File: src/rtl/core/bbrcc_pkg.sv
// ----------------------------------------------------------------------------
// BBR congestion controller package
// Shared types, codes and constants of the controller and its datapath.
// ----------------------------------------------------------------------------
`default_nettype none

package bbrcc_pkg;

  // Event codes of an input item
  localparam logic [1:0] CMD_SENT = 2'd0;
  localparam logic [1:0] CMD_ACK  = 2'd1;
  localparam logic [1:0] CMD_LOST = 2'd2;

  // Configuration register indexes
  localparam logic [2:0] REG_FILTER_WINDOW = 3'd0;
  localparam logic [2:0] REG_PRTT_HOLD     = 3'd1;
  localparam logic [2:0] REG_STARTUP_DL    = 3'd2;
  localparam logic [2:0] REG_FLOOR_CWND    = 3'd3;
  localparam logic [2:0] REG_PRTT_CWND     = 3'd4;

  // Configuration reset values
  localparam logic [31:0] RST_FILTER_WINDOW = 32'd10000;
  localparam logic [31:0] RST_PRTT_HOLD     = 32'd200;
  localparam logic [31:0] RST_STARTUP_DL    = 32'd2000;
  localparam logic [23:0] RST_FLOOR_CWND    = 24'd14000;
  localparam logic [23:0] RST_PRTT_CWND     = 24'd5600;

  // State reset values
  localparam logic [6:0]  RST_SRTT    = 7'd50;
  localparam logic [23:0] RST_SBW     = 24'd5242880;
  localparam logic [7:0]  RST_MIN_RTT = 8'd255;
  localparam logic [25:0] RST_PACING  = 26'd10485760;

  // Q2.8 gains
  localparam logic [9:0] GAIN_STARTUP    = 10'd738;
  localparam logic [9:0] GAIN_DRAIN_PACE = 10'd88;
  localparam logic [9:0] GAIN_PBW_CWND   = 10'd512;
  localparam logic [9:0] GAIN_UNIT       = 10'd256;
  localparam logic [9:0] GAIN_UP         = 10'd320;
  localparam logic [9:0] GAIN_DOWN       = 10'd192;

  // Arithmetic constants
  localparam logic [6:0]  RTT_FLOOR  = 7'd10;
  localparam logic [7:0]  TARGET_DIV = 8'd125;
  localparam logic [23:0] MAX24      = 24'hFFFFFF;
  localparam logic [31:0] MAX32      = 32'hFFFFFFFF;
  localparam int          DIV_STEPS  = 16;

  typedef enum logic [1:0] {
    PH_STARTUP   = 2'd0,
    PH_DRAIN     = 2'd1,
    PH_PROBE_BW  = 2'd2,
    PH_PROBE_RTT = 2'd3
  } phase_e;

  typedef enum logic [3:0] {
    OP_NONE,
    OP_ACCEPT,
    OP_MOD_STEP,
    OP_RTT,
    OP_DIV_STEP,
    OP_BW,
    OP_FILT,
    OP_MDRN,
    OP_PHASE,
    OP_MCG,
    OP_MRTT,
    OP_PACE,
    OP_CWND,
    OP_OUT
  } op_e;

  typedef enum logic [3:0] {
    ST_IDLE,
    ST_MOD,
    ST_RTT,
    ST_DIVS,
    ST_BW,
    ST_FILT,
    ST_MDRN,
    ST_PHASE,
    ST_MCG,
    ST_MRTT,
    ST_PACE,
    ST_DIVT,
    ST_CWND,
    ST_DONE
  } state_e;

  typedef struct packed {
    op_e op;
  } ctl_t;

  typedef struct packed {
    logic is_ack;
  } stat_t;

  // Pacing gain of each probe bandwidth slot
  function automatic logic [9:0] cycle_gain(input logic [2:0] slot);
    logic [9:0] g;
    case (slot)
      3'd0:    g = GAIN_UP;
      3'd1:    g = GAIN_DOWN;
      default: g = GAIN_UNIT;
    endcase
    return g;
  endfunction

endpackage

`default_nettype wire

File: src/rtl/core/bbrcc_ctrl.sv
// ----------------------------------------------------------------------------
// BBR controller sequencer
// Steps the datapath through one item: accept, then for an ack the
// remainder, divide, filter, phase, gain and window steps, then output.
// ----------------------------------------------------------------------------
`default_nettype none

module bbrcc_ctrl #(
  parameter int TIME_BITS = 48
) (
  input  wire                  clk_i,
  input  wire                  rst_ni,
  input  wire                  in_valid_i,
  output logic                 in_stall_o,
  output logic                 out_valid_o,
  input  wire                  out_stall_i,
  input  bbrcc_pkg::stat_t     stat_i,
  output bbrcc_pkg::ctl_t      ctl_o
);
  import bbrcc_pkg::*;

  localparam int NIB = (TIME_BITS + 3) / 4;

  state_e     state_q, state_d;
  logic [3:0] cnt_q, cnt_d;
  logic       out_valid_q, out_valid_d;
  logic       out_free;

  assign out_free = !(out_valid_q && out_stall_i);

  // Next state and step counter
  always_comb begin
    state_d = state_q;
    cnt_d   = cnt_q;
    unique case (state_q)
      ST_IDLE: begin
        cnt_d = '0;
        if (in_valid_i) begin
          state_d = stat_i.is_ack ? ST_MOD : ST_DONE;
        end
      end
      ST_MOD: begin
        cnt_d = cnt_q + 4'd1;
        if (cnt_q == 4'(NIB - 1)) begin
          cnt_d   = '0;
          state_d = ST_RTT;
        end
      end
      ST_RTT: state_d = ST_DIVS;
      ST_DIVS: begin
        cnt_d = cnt_q + 4'd1;
        if (cnt_q == 4'(DIV_STEPS - 1)) begin
          cnt_d   = '0;
          state_d = ST_BW;
        end
      end
      ST_BW:    state_d = ST_FILT;
      ST_FILT:  state_d = ST_MDRN;
      ST_MDRN:  state_d = ST_PHASE;
      ST_PHASE: state_d = ST_MCG;
      ST_MCG:   state_d = ST_MRTT;
      ST_MRTT:  state_d = ST_PACE;
      ST_PACE:  state_d = ST_DIVT;
      ST_DIVT: begin
        cnt_d = cnt_q + 4'd1;
        if (cnt_q == 4'(DIV_STEPS - 1)) begin
          cnt_d   = '0;
          state_d = ST_CWND;
        end
      end
      ST_CWND: state_d = ST_DONE;
      ST_DONE: begin
        if (out_free) state_d = ST_IDLE;
      end
      default: state_d = ST_IDLE;
    endcase
  end

  // Commands and handshake outputs
  always_comb begin
    ctl_o.op    = OP_NONE;
    in_stall_o  = 1'b1;
    out_valid_d = out_valid_q && out_stall_i;
    unique case (state_q)
      ST_IDLE: begin
        in_stall_o = 1'b0;
        if (in_valid_i) ctl_o.op = OP_ACCEPT;
      end
      ST_MOD:   ctl_o.op = OP_MOD_STEP;
      ST_RTT:   ctl_o.op = OP_RTT;
      ST_DIVS:  ctl_o.op = OP_DIV_STEP;
      ST_BW:    ctl_o.op = OP_BW;
      ST_FILT:  ctl_o.op = OP_FILT;
      ST_MDRN:  ctl_o.op = OP_MDRN;
      ST_PHASE: ctl_o.op = OP_PHASE;
      ST_MCG:   ctl_o.op = OP_MCG;
      ST_MRTT:  ctl_o.op = OP_MRTT;
      ST_PACE:  ctl_o.op = OP_PACE;
      ST_DIVT:  ctl_o.op = OP_DIV_STEP;
      ST_CWND:  ctl_o.op = OP_CWND;
      ST_DONE: begin
        if (out_free) begin
          ctl_o.op    = OP_OUT;
          out_valid_d = 1'b1;
        end
      end
      default: ctl_o.op = OP_NONE;
    endcase
  end

  // Hold state
  always_ff @(posedge clk_i or negedge rst_ni) begin
    if (!rst_ni) begin
      state_q     <= ST_IDLE;
      cnt_q       <= '0;
      out_valid_q <= 1'b0;
    end else begin
      state_q     <= state_d;
      cnt_q       <= cnt_d;
      out_valid_q <= out_valid_d;
    end
  end

  assign out_valid_o = out_valid_q;

endmodule

`default_nettype wire

File: src/rtl/core/bbrcc_dpath.sv
// ----------------------------------------------------------------------------
// BBR controller datapath
// Estimator state, a shared radix-4 divider, the remainder unit for the
// RTT sample and the phase, gain and window arithmetic.
// ----------------------------------------------------------------------------
`default_nettype none

module bbrcc_dpath #(
  parameter int TIME_BITS = 48
) (
  input  wire                  clk_i,
  input  wire                  rst_ni,
  input  bbrcc_pkg::ctl_t      ctl_i,
  output bbrcc_pkg::stat_t     stat_o,
  input  wire [1:0]            cmd_i,
  input  wire [15:0]           size_bytes_i,
  input  wire [TIME_BITS-1:0]  now_ms_i,
  input  wire [31:0]           filter_window_i,
  input  wire [31:0]           prtt_hold_i,
  input  wire [31:0]           startup_dl_i,
  input  wire [23:0]           floor_cwnd_i,
  input  wire [23:0]           prtt_cwnd_i,
  output logic [23:0]          cwnd_bytes_o,
  output logic [25:0]          pacing_bytes_per_s_o,
  output logic [1:0]           phase_o,
  output logic [31:0]          inflight_bytes_o
);
  import bbrcc_pkg::*;

  localparam int NIB = (TIME_BITS + 3) / 4;
  localparam int PW  = NIB * 4;

  // Estimator state
  phase_e                phase_q;
  logic [6:0]            srtt_q;
  logic [23:0]           sbw_q;
  logic [7:0]            min_rtt_q;
  logic [TIME_BITS-1:0]  min_rtt_time_q;
  logic [23:0]           max_bw_q;
  logic [TIME_BITS-1:0]  max_bw_time_q;
  logic [25:0]           pacing_q;
  logic [23:0]           cwnd_q;
  logic [31:0]           inflight_q;
  logic [2:0]            slot_q;
  logic [TIME_BITS-1:0]  slot_time_q;
  logic [23:0]           prev_bw_q;
  logic [7:0]            plateau_q;

  // Working registers
  logic [TIME_BITS-1:0]  now_q;
  logic [15:0]           size_q;
  logic [PW-1:0]         mod_sh_q;
  logic [6:0]            mod_rem_q;
  logic [31:0]           div_q;
  logic [7:0]            div_rem_q;
  logic [7:0]            dvs_q;
  logic [41:0]           prod_q;

  // Output register
  logic [23:0]           o_cwnd_q;
  logic [25:0]           o_pacing_q;
  logic [1:0]            o_phase_q;
  logic [31:0]           o_inflight_q;

  assign stat_o.is_ack = (cmd_i == CMD_ACK);

  // Remainder by 100, one nibble per step
  logic [10:0] mod_v, mod_sub;
  always_comb begin
    mod_v   = 11'({mod_rem_q, 4'b0000}) + 11'(mod_sh_q[PW-1 -: 4]);
    mod_sub = '0;
    for (int j = 1; j < 16; j++) begin
      if (mod_v >= 11'(j * 100)) mod_sub = 11'(j * 100);
    end
  end

  // Radix-4 divider step
  logic [9:0] r4, d1, d2, d3;
  logic [1:0] qd;
  logic [9:0] r_next;
  always_comb begin
    r4 = {div_rem_q, div_q[31:30]};
    d1 = 10'(dvs_q);
    d2 = {d1[8:0], 1'b0};
    d3 = d1 + d2;
    if (r4 >= d3) begin
      qd = 2'd3; r_next = r4 - d3;
    end else if (r4 >= d2) begin
      qd = 2'd2; r_next = r4 - d2;
    end else if (r4 >= d1) begin
      qd = 2'd1; r_next = r4 - d1;
    end else begin
      qd = 2'd0; r_next = r4;
    end
  end

  // RTT smoothing
  logic [9:0] rtt_sum;
  logic [6:0] srtt_new;
  assign rtt_sum  = 10'({srtt_q, 3'b000}) - 10'(srtt_q) + 10'(mod_rem_q);
  assign srtt_new = rtt_sum[9:3];

  // Bandwidth smoothing
  logic [29:0] bw_sum;
  assign bw_sum = 30'({sbw_q, 5'b00000}) - 30'(sbw_q) + 30'(div_q);

  // Filter expiry
  logic [TIME_BITS-1:0] d_min, d_max, d_slot;
  logic [6:0]           rtt_s;
  logic                 exp_min, exp_max, hold_done;
  always_comb begin
    d_min     = now_q - min_rtt_time_q;
    d_max     = now_q - max_bw_time_q;
    d_slot    = now_q - slot_time_q;
    rtt_s     = (srtt_q > RTT_FLOOR) ? srtt_q : RTT_FLOOR;
    exp_min   = d_min > TIME_BITS'(filter_window_i);
    exp_max   = d_max > TIME_BITS'(filter_window_i);
    hold_done = d_min > TIME_BITS'(prtt_hold_i);
  end

  // Phase tests
  logic       plateau;
  logic [7:0] plat_next;
  logic       drained;
  always_comb begin
    plateau   = 27'({max_bw_q, 2'b00}) <= (27'({prev_bw_q, 2'b00}) + 27'(prev_bw_q));
    plat_next = plateau ? ((plateau_q == 8'hFF) ? plateau_q : plateau_q + 8'd1) : 8'd0;
    drained   = (42'(inflight_q) * 42'd1000) <= prod_q;
  end

  // Gains
  logic [9:0] pg, cg;
  always_comb begin
    unique case (phase_q)
      PH_STARTUP:  begin pg = GAIN_STARTUP;       cg = GAIN_STARTUP;  end
      PH_DRAIN:    begin pg = GAIN_DRAIN_PACE;    cg = GAIN_STARTUP;  end
      PH_PROBE_BW: begin pg = cycle_gain(slot_q); cg = GAIN_PBW_CWND; end
      default:     begin pg = GAIN_UNIT;          cg = GAIN_UNIT;     end
    endcase
  end

  logic [33:0] pace_prod;
  assign pace_prod = 34'(max_bw_q) * 34'(pg);

  // Window target
  logic [31:0] tgt;
  always_comb begin
    tgt = (phase_q == PH_PROBE_RTT) ? 32'(prtt_cwnd_i) : div_q;
    if (tgt < 32'(floor_cwnd_i)) tgt = 32'(floor_cwnd_i);
  end

  // Sent adjustment of in-flight
  logic [32:0] inf_sum;
  assign inf_sum = 33'(inflight_q) + 33'(size_bytes_i);

  // Advance estimator state
  always_ff @(posedge clk_i or negedge rst_ni) begin
    if (!rst_ni) begin
      phase_q        <= PH_STARTUP;
      srtt_q         <= RST_SRTT;
      sbw_q          <= RST_SBW;
      min_rtt_q      <= RST_MIN_RTT;
      min_rtt_time_q <= '0;
      max_bw_q       <= '0;
      max_bw_time_q  <= '0;
      pacing_q       <= RST_PACING;
      cwnd_q         <= RST_FLOOR_CWND;
      inflight_q     <= '0;
      slot_q         <= '0;
      slot_time_q    <= '0;
      prev_bw_q      <= '0;
      plateau_q      <= '0;
    end else begin
      case (ctl_i.op)
        OP_ACCEPT: begin
          if (cmd_i == CMD_SENT) begin
            inflight_q <= inf_sum[32] ? MAX32 : inf_sum[31:0];
          end else if (cmd_i == CMD_ACK || cmd_i == CMD_LOST) begin
            inflight_q <= (inflight_q >= 32'(size_bytes_i)) ?
                          inflight_q - 32'(size_bytes_i) : 32'd0;
          end
        end
        OP_RTT: srtt_q <= srtt_new;
        OP_BW:  sbw_q  <= (bw_sum[29:5] > 25'(MAX24)) ? MAX24 : bw_sum[28:5];
        OP_FILT: begin
          if (8'(rtt_s) < min_rtt_q || exp_min) begin
            min_rtt_q      <= 8'(rtt_s);
            min_rtt_time_q <= now_q;
          end
          if (sbw_q >= max_bw_q || exp_max) begin
            max_bw_q      <= sbw_q;
            max_bw_time_q <= now_q;
          end
        end
        OP_PHASE: begin
          unique case (phase_q)
            PH_STARTUP: begin
              plateau_q <= plat_next;
              prev_bw_q <= max_bw_q;
              if (plat_next >= 8'd3 || now_q > TIME_BITS'(startup_dl_i)) begin
                phase_q <= PH_DRAIN;
              end
            end
            PH_DRAIN: begin
              if (drained) begin
                phase_q     <= PH_PROBE_BW;
                slot_q      <= '0;
                slot_time_q <= now_q;
              end
            end
            PH_PROBE_BW: begin
              if (d_slot > TIME_BITS'(min_rtt_q)) begin
                slot_q      <= slot_q + 3'd1;
                slot_time_q <= now_q;
              end
              if (exp_min) phase_q <= PH_PROBE_RTT;
            end
            default: begin
              if (hold_done) begin
                phase_q     <= PH_PROBE_BW;
                slot_q      <= '0;
                slot_time_q <= now_q;
              end
            end
          endcase
        end
        OP_PACE: pacing_q <= pace_prod[33:8];
        OP_CWND: cwnd_q   <= (tgt > 32'(MAX24)) ? MAX24 : tgt[23:0];
        default: ;
      endcase
    end
  end

  // Advance working registers
  always_ff @(posedge clk_i) begin
    case (ctl_i.op)
      OP_ACCEPT: begin
        now_q     <= now_ms_i;
        size_q    <= size_bytes_i;
        mod_sh_q  <= PW'(now_ms_i);
        mod_rem_q <= '0;
      end
      OP_MOD_STEP: begin
        mod_rem_q <= 7'(mod_v - mod_sub);
        mod_sh_q  <= mod_sh_q << 4;
      end
      OP_RTT: begin
        div_q     <= 32'(size_q) * 32'd1000;
        div_rem_q <= '0;
        dvs_q     <= (srtt_new == 7'd0) ? 8'd1 : 8'(srtt_new);
      end
      OP_DIV_STEP: begin
        div_q     <= {div_q[29:0], qd};
        div_rem_q <= r_next[7:0];
      end
      OP_MDRN: prod_q <= 42'(32'(max_bw_q) * 32'(min_rtt_q));
      OP_MCG:  prod_q <= 42'(34'(max_bw_q) * 34'(cg));
      OP_MRTT: prod_q <= 42'(prod_q[33:0]) * 42'(min_rtt_q);
      OP_PACE: begin
        div_q     <= 32'(prod_q[41:11]);
        div_rem_q <= '0;
        dvs_q     <= TARGET_DIV;
      end
      OP_OUT: begin
        o_cwnd_q     <= cwnd_q;
        o_pacing_q   <= pacing_q;
        o_phase_q    <= phase_q;
        o_inflight_q <= inflight_q;
      end
      default: ;
    endcase
  end

  assign cwnd_bytes_o         = o_cwnd_q;
  assign pacing_bytes_per_s_o = o_pacing_q;
  assign phase_o              = o_phase_q;
  assign inflight_bytes_o     = o_inflight_q;

endmodule

`default_nettype wire

File: src/rtl/core/bbr_congestion_control.sv
// ----------------------------------------------------------------------------
// BBR congestion controller
// Simplified BBR: in-flight accounting, RTT and bandwidth estimators,
// windowed filters, phase machine, pacing rate and congestion window.
// ----------------------------------------------------------------------------
// Usage:
//   Input channel (in_valid_i / in_stall_o) carries one event item: cmd_i,
//   size_bytes_i, now_ms_i. Output channel (out_valid_o / out_stall_i)
//   returns one result item per event: window, pacing rate, phase, in-flight.
//   Items are taken one at a time. A sent, lost or unknown event goes from
//   acceptance straight to its result. An ack first takes the time modulo
//   100 one nibble per cycle, then divides for the bandwidth sample, runs
//   the filter, phase, gain and pacing steps, divides for the window target
//   on the same shared radix-4 divider and sets the window.
//   A result sits in an output register; the next item is accepted while it
//   waits, and a stalled result holds until taken. A finished item waits
//   for the output register to free before its result is loaded.
//   Reset clears the estimator state to its initial values and loads the
//   configuration registers with defaults. The user writes configuration
//   over the APB port only while no item is in progress; it is not enforced.
// ----------------------------------------------------------------------------
`default_nettype none

module bbr_congestion_control #(
  parameter int TIME_BITS = 48
) (
  input  wire                  clk_i,
  input  wire                  rst_ni,
  // Event channel
  input  wire                  in_valid_i,
  output logic                 in_stall_o,
  input  wire [1:0]            cmd_i,
  input  wire [15:0]           size_bytes_i,
  input  wire [TIME_BITS-1:0]  now_ms_i,
  // Result channel
  output logic                 out_valid_o,
  input  wire                  out_stall_i,
  output logic [23:0]          cwnd_bytes_o,
  output logic [25:0]          pacing_bytes_per_s_o,
  output logic [1:0]           phase_o,
  output logic [31:0]          inflight_bytes_o,
  // Configuration port
  input  wire                  psel,
  input  wire                  penable,
  input  wire                  pwrite,
  input  wire [4:0]            paddr,
  input  wire [31:0]           pwdata,
  output logic [31:0]          prdata,
  output logic                 pready
);
  import bbrcc_pkg::*;

  logic [31:0] filter_window_q;
  logic [31:0] prtt_hold_q;
  logic [31:0] startup_dl_q;
  logic [23:0] floor_cwnd_q;
  logic [23:0] prtt_cwnd_q;
  logic        cfg_wr;
  logic [2:0]  cfg_idx;
  ctl_t        ctl;
  stat_t       stat;

  assign pready  = 1'b1;
  assign cfg_wr  = psel && penable && pwrite;
  assign cfg_idx = paddr[4:2];

  // Write configuration registers
  always_ff @(posedge clk_i or negedge rst_ni) begin
    if (!rst_ni) begin
      filter_window_q <= RST_FILTER_WINDOW;
      prtt_hold_q     <= RST_PRTT_HOLD;
      startup_dl_q    <= RST_STARTUP_DL;
      floor_cwnd_q    <= RST_FLOOR_CWND;
      prtt_cwnd_q     <= RST_PRTT_CWND;
    end else if (cfg_wr) begin
      unique case (cfg_idx)
        REG_FILTER_WINDOW: filter_window_q <= pwdata;
        REG_PRTT_HOLD:     prtt_hold_q     <= pwdata;
        REG_STARTUP_DL:    startup_dl_q    <= pwdata;
        REG_FLOOR_CWND:    floor_cwnd_q    <= pwdata[23:0];
        REG_PRTT_CWND:     prtt_cwnd_q     <= pwdata[23:0];
        default: ;
      endcase
    end
  end

  // Read back configuration
  always_comb begin
    unique case (cfg_idx)
      REG_FILTER_WINDOW: prdata = filter_window_q;
      REG_PRTT_HOLD:     prdata = prtt_hold_q;
      REG_STARTUP_DL:    prdata = startup_dl_q;
      REG_FLOOR_CWND:    prdata = 32'(floor_cwnd_q);
      REG_PRTT_CWND:     prdata = 32'(prtt_cwnd_q);
      default:           prdata = '0;
    endcase
  end

  bbrcc_ctrl #(
    .TIME_BITS (TIME_BITS)
  ) u_ctrl (
    .clk_i       (clk_i),
    .rst_ni      (rst_ni),
    .in_valid_i  (in_valid_i),
    .in_stall_o  (in_stall_o),
    .out_valid_o (out_valid_o),
    .out_stall_i (out_stall_i),
    .stat_i      (stat),
    .ctl_o       (ctl)
  );

  bbrcc_dpath #(
    .TIME_BITS (TIME_BITS)
  ) u_dpath (
    .clk_i                (clk_i),
    .rst_ni               (rst_ni),
    .ctl_i                (ctl),
    .stat_o               (stat),
    .cmd_i                (cmd_i),
    .size_bytes_i         (size_bytes_i),
    .now_ms_i             (now_ms_i),
    .filter_window_i      (filter_window_q),
    .prtt_hold_i          (prtt_hold_q),
    .startup_dl_i         (startup_dl_q),
    .floor_cwnd_i         (floor_cwnd_q),
    .prtt_cwnd_i          (prtt_cwnd_q),
    .cwnd_bytes_o         (cwnd_bytes_o),
    .pacing_bytes_per_s_o (pacing_bytes_per_s_o),
    .phase_o              (phase_o),
    .inflight_bytes_o     (inflight_bytes_o)
  );

  // One item at a time: an accepted item closes the input
  a_busy_after_accept: assert property (@(posedge clk_i) disable iff (!rst_ni)
    in_valid_i && !in_stall_o |=> in_stall_o)
    else $error("input not closed after accepting an item");

  // A fresh result comes with the input open again
  a_idle_with_result: assert property (@(posedge clk_i) disable iff (!rst_ni)
    $rose(out_valid_o) |-> !in_stall_o)
    else $error("result shown while item still in progress");

  // A new result only follows a cycle in which work was going on
  a_result_after_work: assert property (@(posedge clk_i) disable iff (!rst_ni)
    $rose(out_valid_o) |-> $past(in_stall_o))
    else $error("result appeared without an item in progress");

endmodule

`default_nettype wire
File: config.mk
export PLATFORM = sky130hd
export DESIGN_NAME = bbr_congestion_control
export DESIGN_NICKNAME = d
export VERILOG_FILES = /design/src/rtl/core/bbrcc_pkg.sv /design/src/rtl/core/bbrcc_ctrl.sv /design/src/rtl/core/bbrcc_dpath.sv /design/src/rtl/core/bbr_congestion_control.sv
export SDC_FILE = /design/constraint.sdc
export NUM_CORES = 2
export LEC_CHECK = 0
export CORE_ASPECT_RATIO = 1.1
export CORE_UTILIZATION = 55
export CTS_BUF_LIST = sky130_fd_sc_hd__clkbuf_8
export DETAILED_ROUTE_END_ITERATION = 16
export DONT_BUFFER_PORTS = 1
export PLACE_DENSITY = 0.77
export SETUP_SLACK_MARGIN = 0.2
export SLEW_MARGIN = 20
export SYNTH_ARGS = -nofsm -noshare
export SYNTH_HDL_FRONTEND = slang
export SYNTH_SLANG_ARGS = --single-unit
File: constraint.sdc
create_clock -name clk_i -period 7.72 [get_ports clk_i]
set_clock_uncertainty 0.05 [all_clocks]
set_input_delay 0.386 -clock clk_i [delete_from_list [all_inputs] [get_ports clk_i]]
set_output_delay 0.386 -clock clk_i [all_outputs]
set_load 0.03 [all_outputs]
==> flow_metrics.env <==
export IMPL_status="finished with violations"
export IMPL_violations="DRC, hold timing, slew limit, setup timing"
export IMPL_post_route_drc_count=1
export IMPL_dp_hpwl_mm=197.4
export IMPL_vias=70890
export IMPL_cts_sinks=771
export IMPL_cp_endpoint="u_dpath.slot_time_q[38]"
export IMPL_die_h_um=412.7
export IMPL_area_growth_pct=9.617
export IMPL_crit_start="u_dpath.inflight_q[10]"
export IMPL_stdcell_area_um2=92460
export IMPL_synthDominantCellAreaShare_pct=17.11
export IMPL_grtUsageTotal_pct=33.10
export IMPL_setup_violations_final=51
export IMPL_yosysMostFrequentCell="inv_1"
export IMPL_instances_no_fill=11460
export IMPL_whs_ps=-814.4
export IMPL_critPathLaunchType="register"
export IMPL_fp_dieW_um=375.4
export IMPL_firstDrtPassIters=12
export IMPL_rsz0062_at_grt="true"
export IMPL_r2r_end="u_dpath.slot_time_q[38]"
export IMPL_synthesis_area_um2=84350
export IMPL_critical_path_top_delay_family="adder cells"
export IMPL_antenna_left=0
export IMPL_critical_path_buf_inv_count=4
export IMPL_timing_final_crit_period_ps=8041
export IMPL_cp_max_fo=6
export IMPL_end_kind="register"
export IMPL_initial_utilization_pct=55.48
export IMPL_die_area_um2=154900
export IMPL_dpl_cell_area_um2=87630
export IMPL_ys_warnings_count=0
export IMPL_clk_pin_slew_worst_paths_ps=70
export IMPL_postSynthCellCount=9177
export IMPL_r2r_start="u_dpath.inflight_q[10]"
export IMPL_netlist_top_cell_by_area="fa_1"
export IMPL_synth_area_per_cell_um2=9.191
export IMPL_cts_buffers_inserted=139
export IMPL_grt_pass1_vias=71100
export IMPL_routedWlPerCell_um=22.54
export IMPL_synth_cell_types=104
export IMPL_core_area_um2=152000
export IMPL_synth_edf_count=292
export IMPL_antenna_found_initial=21
export IMPL_required_ps=8430
export IMPL_netlist_top_cells_area="fa_1 17%, ha_1 15%, dfrtp_1 13%"
export IMPL_routed_wl_mm=258.3
export IMPL_ys_ff_latch=771
export IMPL_rr_worst_depth=28
export IMPL_cts_root_buf="clkbuf_8"
export IMPL_r2r_slack_ps=-320
export IMPL_synthFlopType="dfrtp_1"
export IMPL_finalHoldViolCount=444
export IMPL_clkLatencyLatePin_ps=920
export IMPL_relSlewSlack_pct=-68.32
export IMPL_numPortBuffers=0
export IMPL_final_layout_size_suffix_gt1_share_pct=8.253
export IMPL_place_gp_congestion=0.9825
export IMPL_worstMarginPinSlew_ps=2525
export IMPL_crit_slowest_cell="fa_1"
export IMPL_period_share_pct=104.2
export IMPL_top_level_ports=229
export IMPL_crit_type="register to register"
export IMPL_async_reset_ff_share_pct=62.13
export IMPL_layout_nets=11230
export IMPL_synth_common_cells="1,132 x inv_1, 1,037 x ha_1, 964 x nand2_1"
export IMPL_clock_path_buffers=3
export IMPL_fin_ws_ps=-321.5
export IMPL_htree_num_levels=4
export IMPL_via_per_inst=6.187
export IMPL_grt_ovfl_total=0
export IMPL_hold_buffers=128
export IMPL_drv_slew=263
export IMPL_hp_class="input port to asynchronous set/reset pin"
export IMPL_maxCapViolCount=0
export IMPL_critPathMostFrequentCell="fa_1"
export IMPL_fmax_mhz=124.4
export IMPL_cts_tree="built"
export IMPL_rows=150
export IMPL_grt_max_degree=480
export IMPL_place_inst=11040
export IMPL_drtIter0Drc=7031
export IMPL_cp_slowest_stage_delay_ps=550
export IMPL_seq_area_frac_synth_pct=24.68
export IMPL_crit_cells=28
export IMPL_grt_first_pass_wirelength_mm=400.7
export IMPL_cp_arrival_ps=8750
[layout make-up]
class / count / area [um2]
Multi-Input combinational cell: 6887 / 58350
Timing Repair Buffer: 425 / 3701
Antenna cell: 7 / 17.52
Clock buffer: 158 / 2175
Tap cell: 1976 / 2472
Sequential cell: 771 / 20830
Inverter: 1140 / 4285
Clock inverter: 94 / 629.4
Fill cell: 12660 / 59560
[registers in the layout, indices dropped and copies added (netlist names), 42 cells and up]
| signal | count |
|---|---|
| u_dpath.max_bw_time_q | 48 |
| u_dpath.min_rtt_time_q | 48 |
| u_dpath.mod_sh_q | 48 |
| u_dpath.now_q | 48 |
| u_dpath.prod_q | 42 |
| u_dpath.slot_time_q | 48 |
[layer usage]
layer	track usage [%]	part of all wire, %
met3	7.510	9.4
met1	43.03	40
met5	0	0.049
met4	15.26	5.1
met2	52.58	45
[placed cells by master, fill, tap and decap left out, types with 74 or more instances in the layout]
cell type	netlist	layout
inv_1	1132	1157
ha_1	1037	1024
nand2_1	964	961
fa_1	721	721
nor2_1	568	558
o21ai_0	548	540
a21oi_1	454	445
dfrtp_1	430	422
edfxtp_1	292	292
buf_4	1	281
a21o_1	248	248
xnor2_1	197	194
nand3_1	193	193
nand4_1	180	180
clkbuf_8	0	158
nor3_1	146	138
xor2_1	130	130
dlygate4sd3_1	0	128
and2_1	103	103
nand2b_1	103	103
o211ai_1	102	102
mux2_1	102	85
o21a_1	84	84
a31oi_1	85	83
mux2i_1	79	79
nor2b_1	76	74
[how the worst min path moves through the flow]
stage / startpoint / end / slack [ps] / cells past startpoint
2_1_floorplan: rst_ni / filter_window_q[0] / 40 / 0
3_3_place_gp: rst_ni / startup_dl_q[26] / 80 / 0
3_5_place_dp: rst_ni / filter_window_q[26] / 70 / 0
4_1_cts: rst_ni / filter_window_q[25] / -910 / 0
5_1_grt: rst_ni / startup_dl_q[25] / -870 / 0
6_report: rst_ni / filter_window_q[25] / -810 / 0
[stage by stage]
stage                     worst slack, ps  TNS (ps)  hold WS [ps]  util [%]
after CTS                          -212.3     -8862        -915.0     60.62
final                              -321.5    -13890        -814.4     60.82
after global placement             -134.4     -6222         80.66     57.64
after floorplan                     205.2         0         40.41         -
after global routing               -549.5    -26200        -872.2     60.82
after detailed placement           -316.5    -14140         72.90     57.65
[worst register-to-register path: cells and delay by family (launching register included)]
kind            cells  cell delay (ps)
compound gates      9             2040
mux                 1              330
xor+xnor            1              110
flops               1              390
fa+ha+maj           6             2510
simple gates        7             1950
buf+inv             4              520
[logic make-up after synthesis]
logic type	share of synthesized area, %
flip-flops	24.68
adder cells (fa/ha/maj)	32.49
buffers and inverters	6.939
AO/OA/AOI/OAI	15.30
XOR/XNOR	3.395
multiplexers	3.100
other	0.004446
AND/OR/NAND/NOR	14.09
[repair_timing]
item,CTS,global route
gates cloned,5,0
hold endpoints to repair,803,479
setup buffers,14,10
pin swaps,6,12
endpoints found under the setup margin,57,112
gates resized for setup,45,48
Power is not shown: default switching activity piles up to over one toggle a cycle in this logic, so the estimate is an artifact.
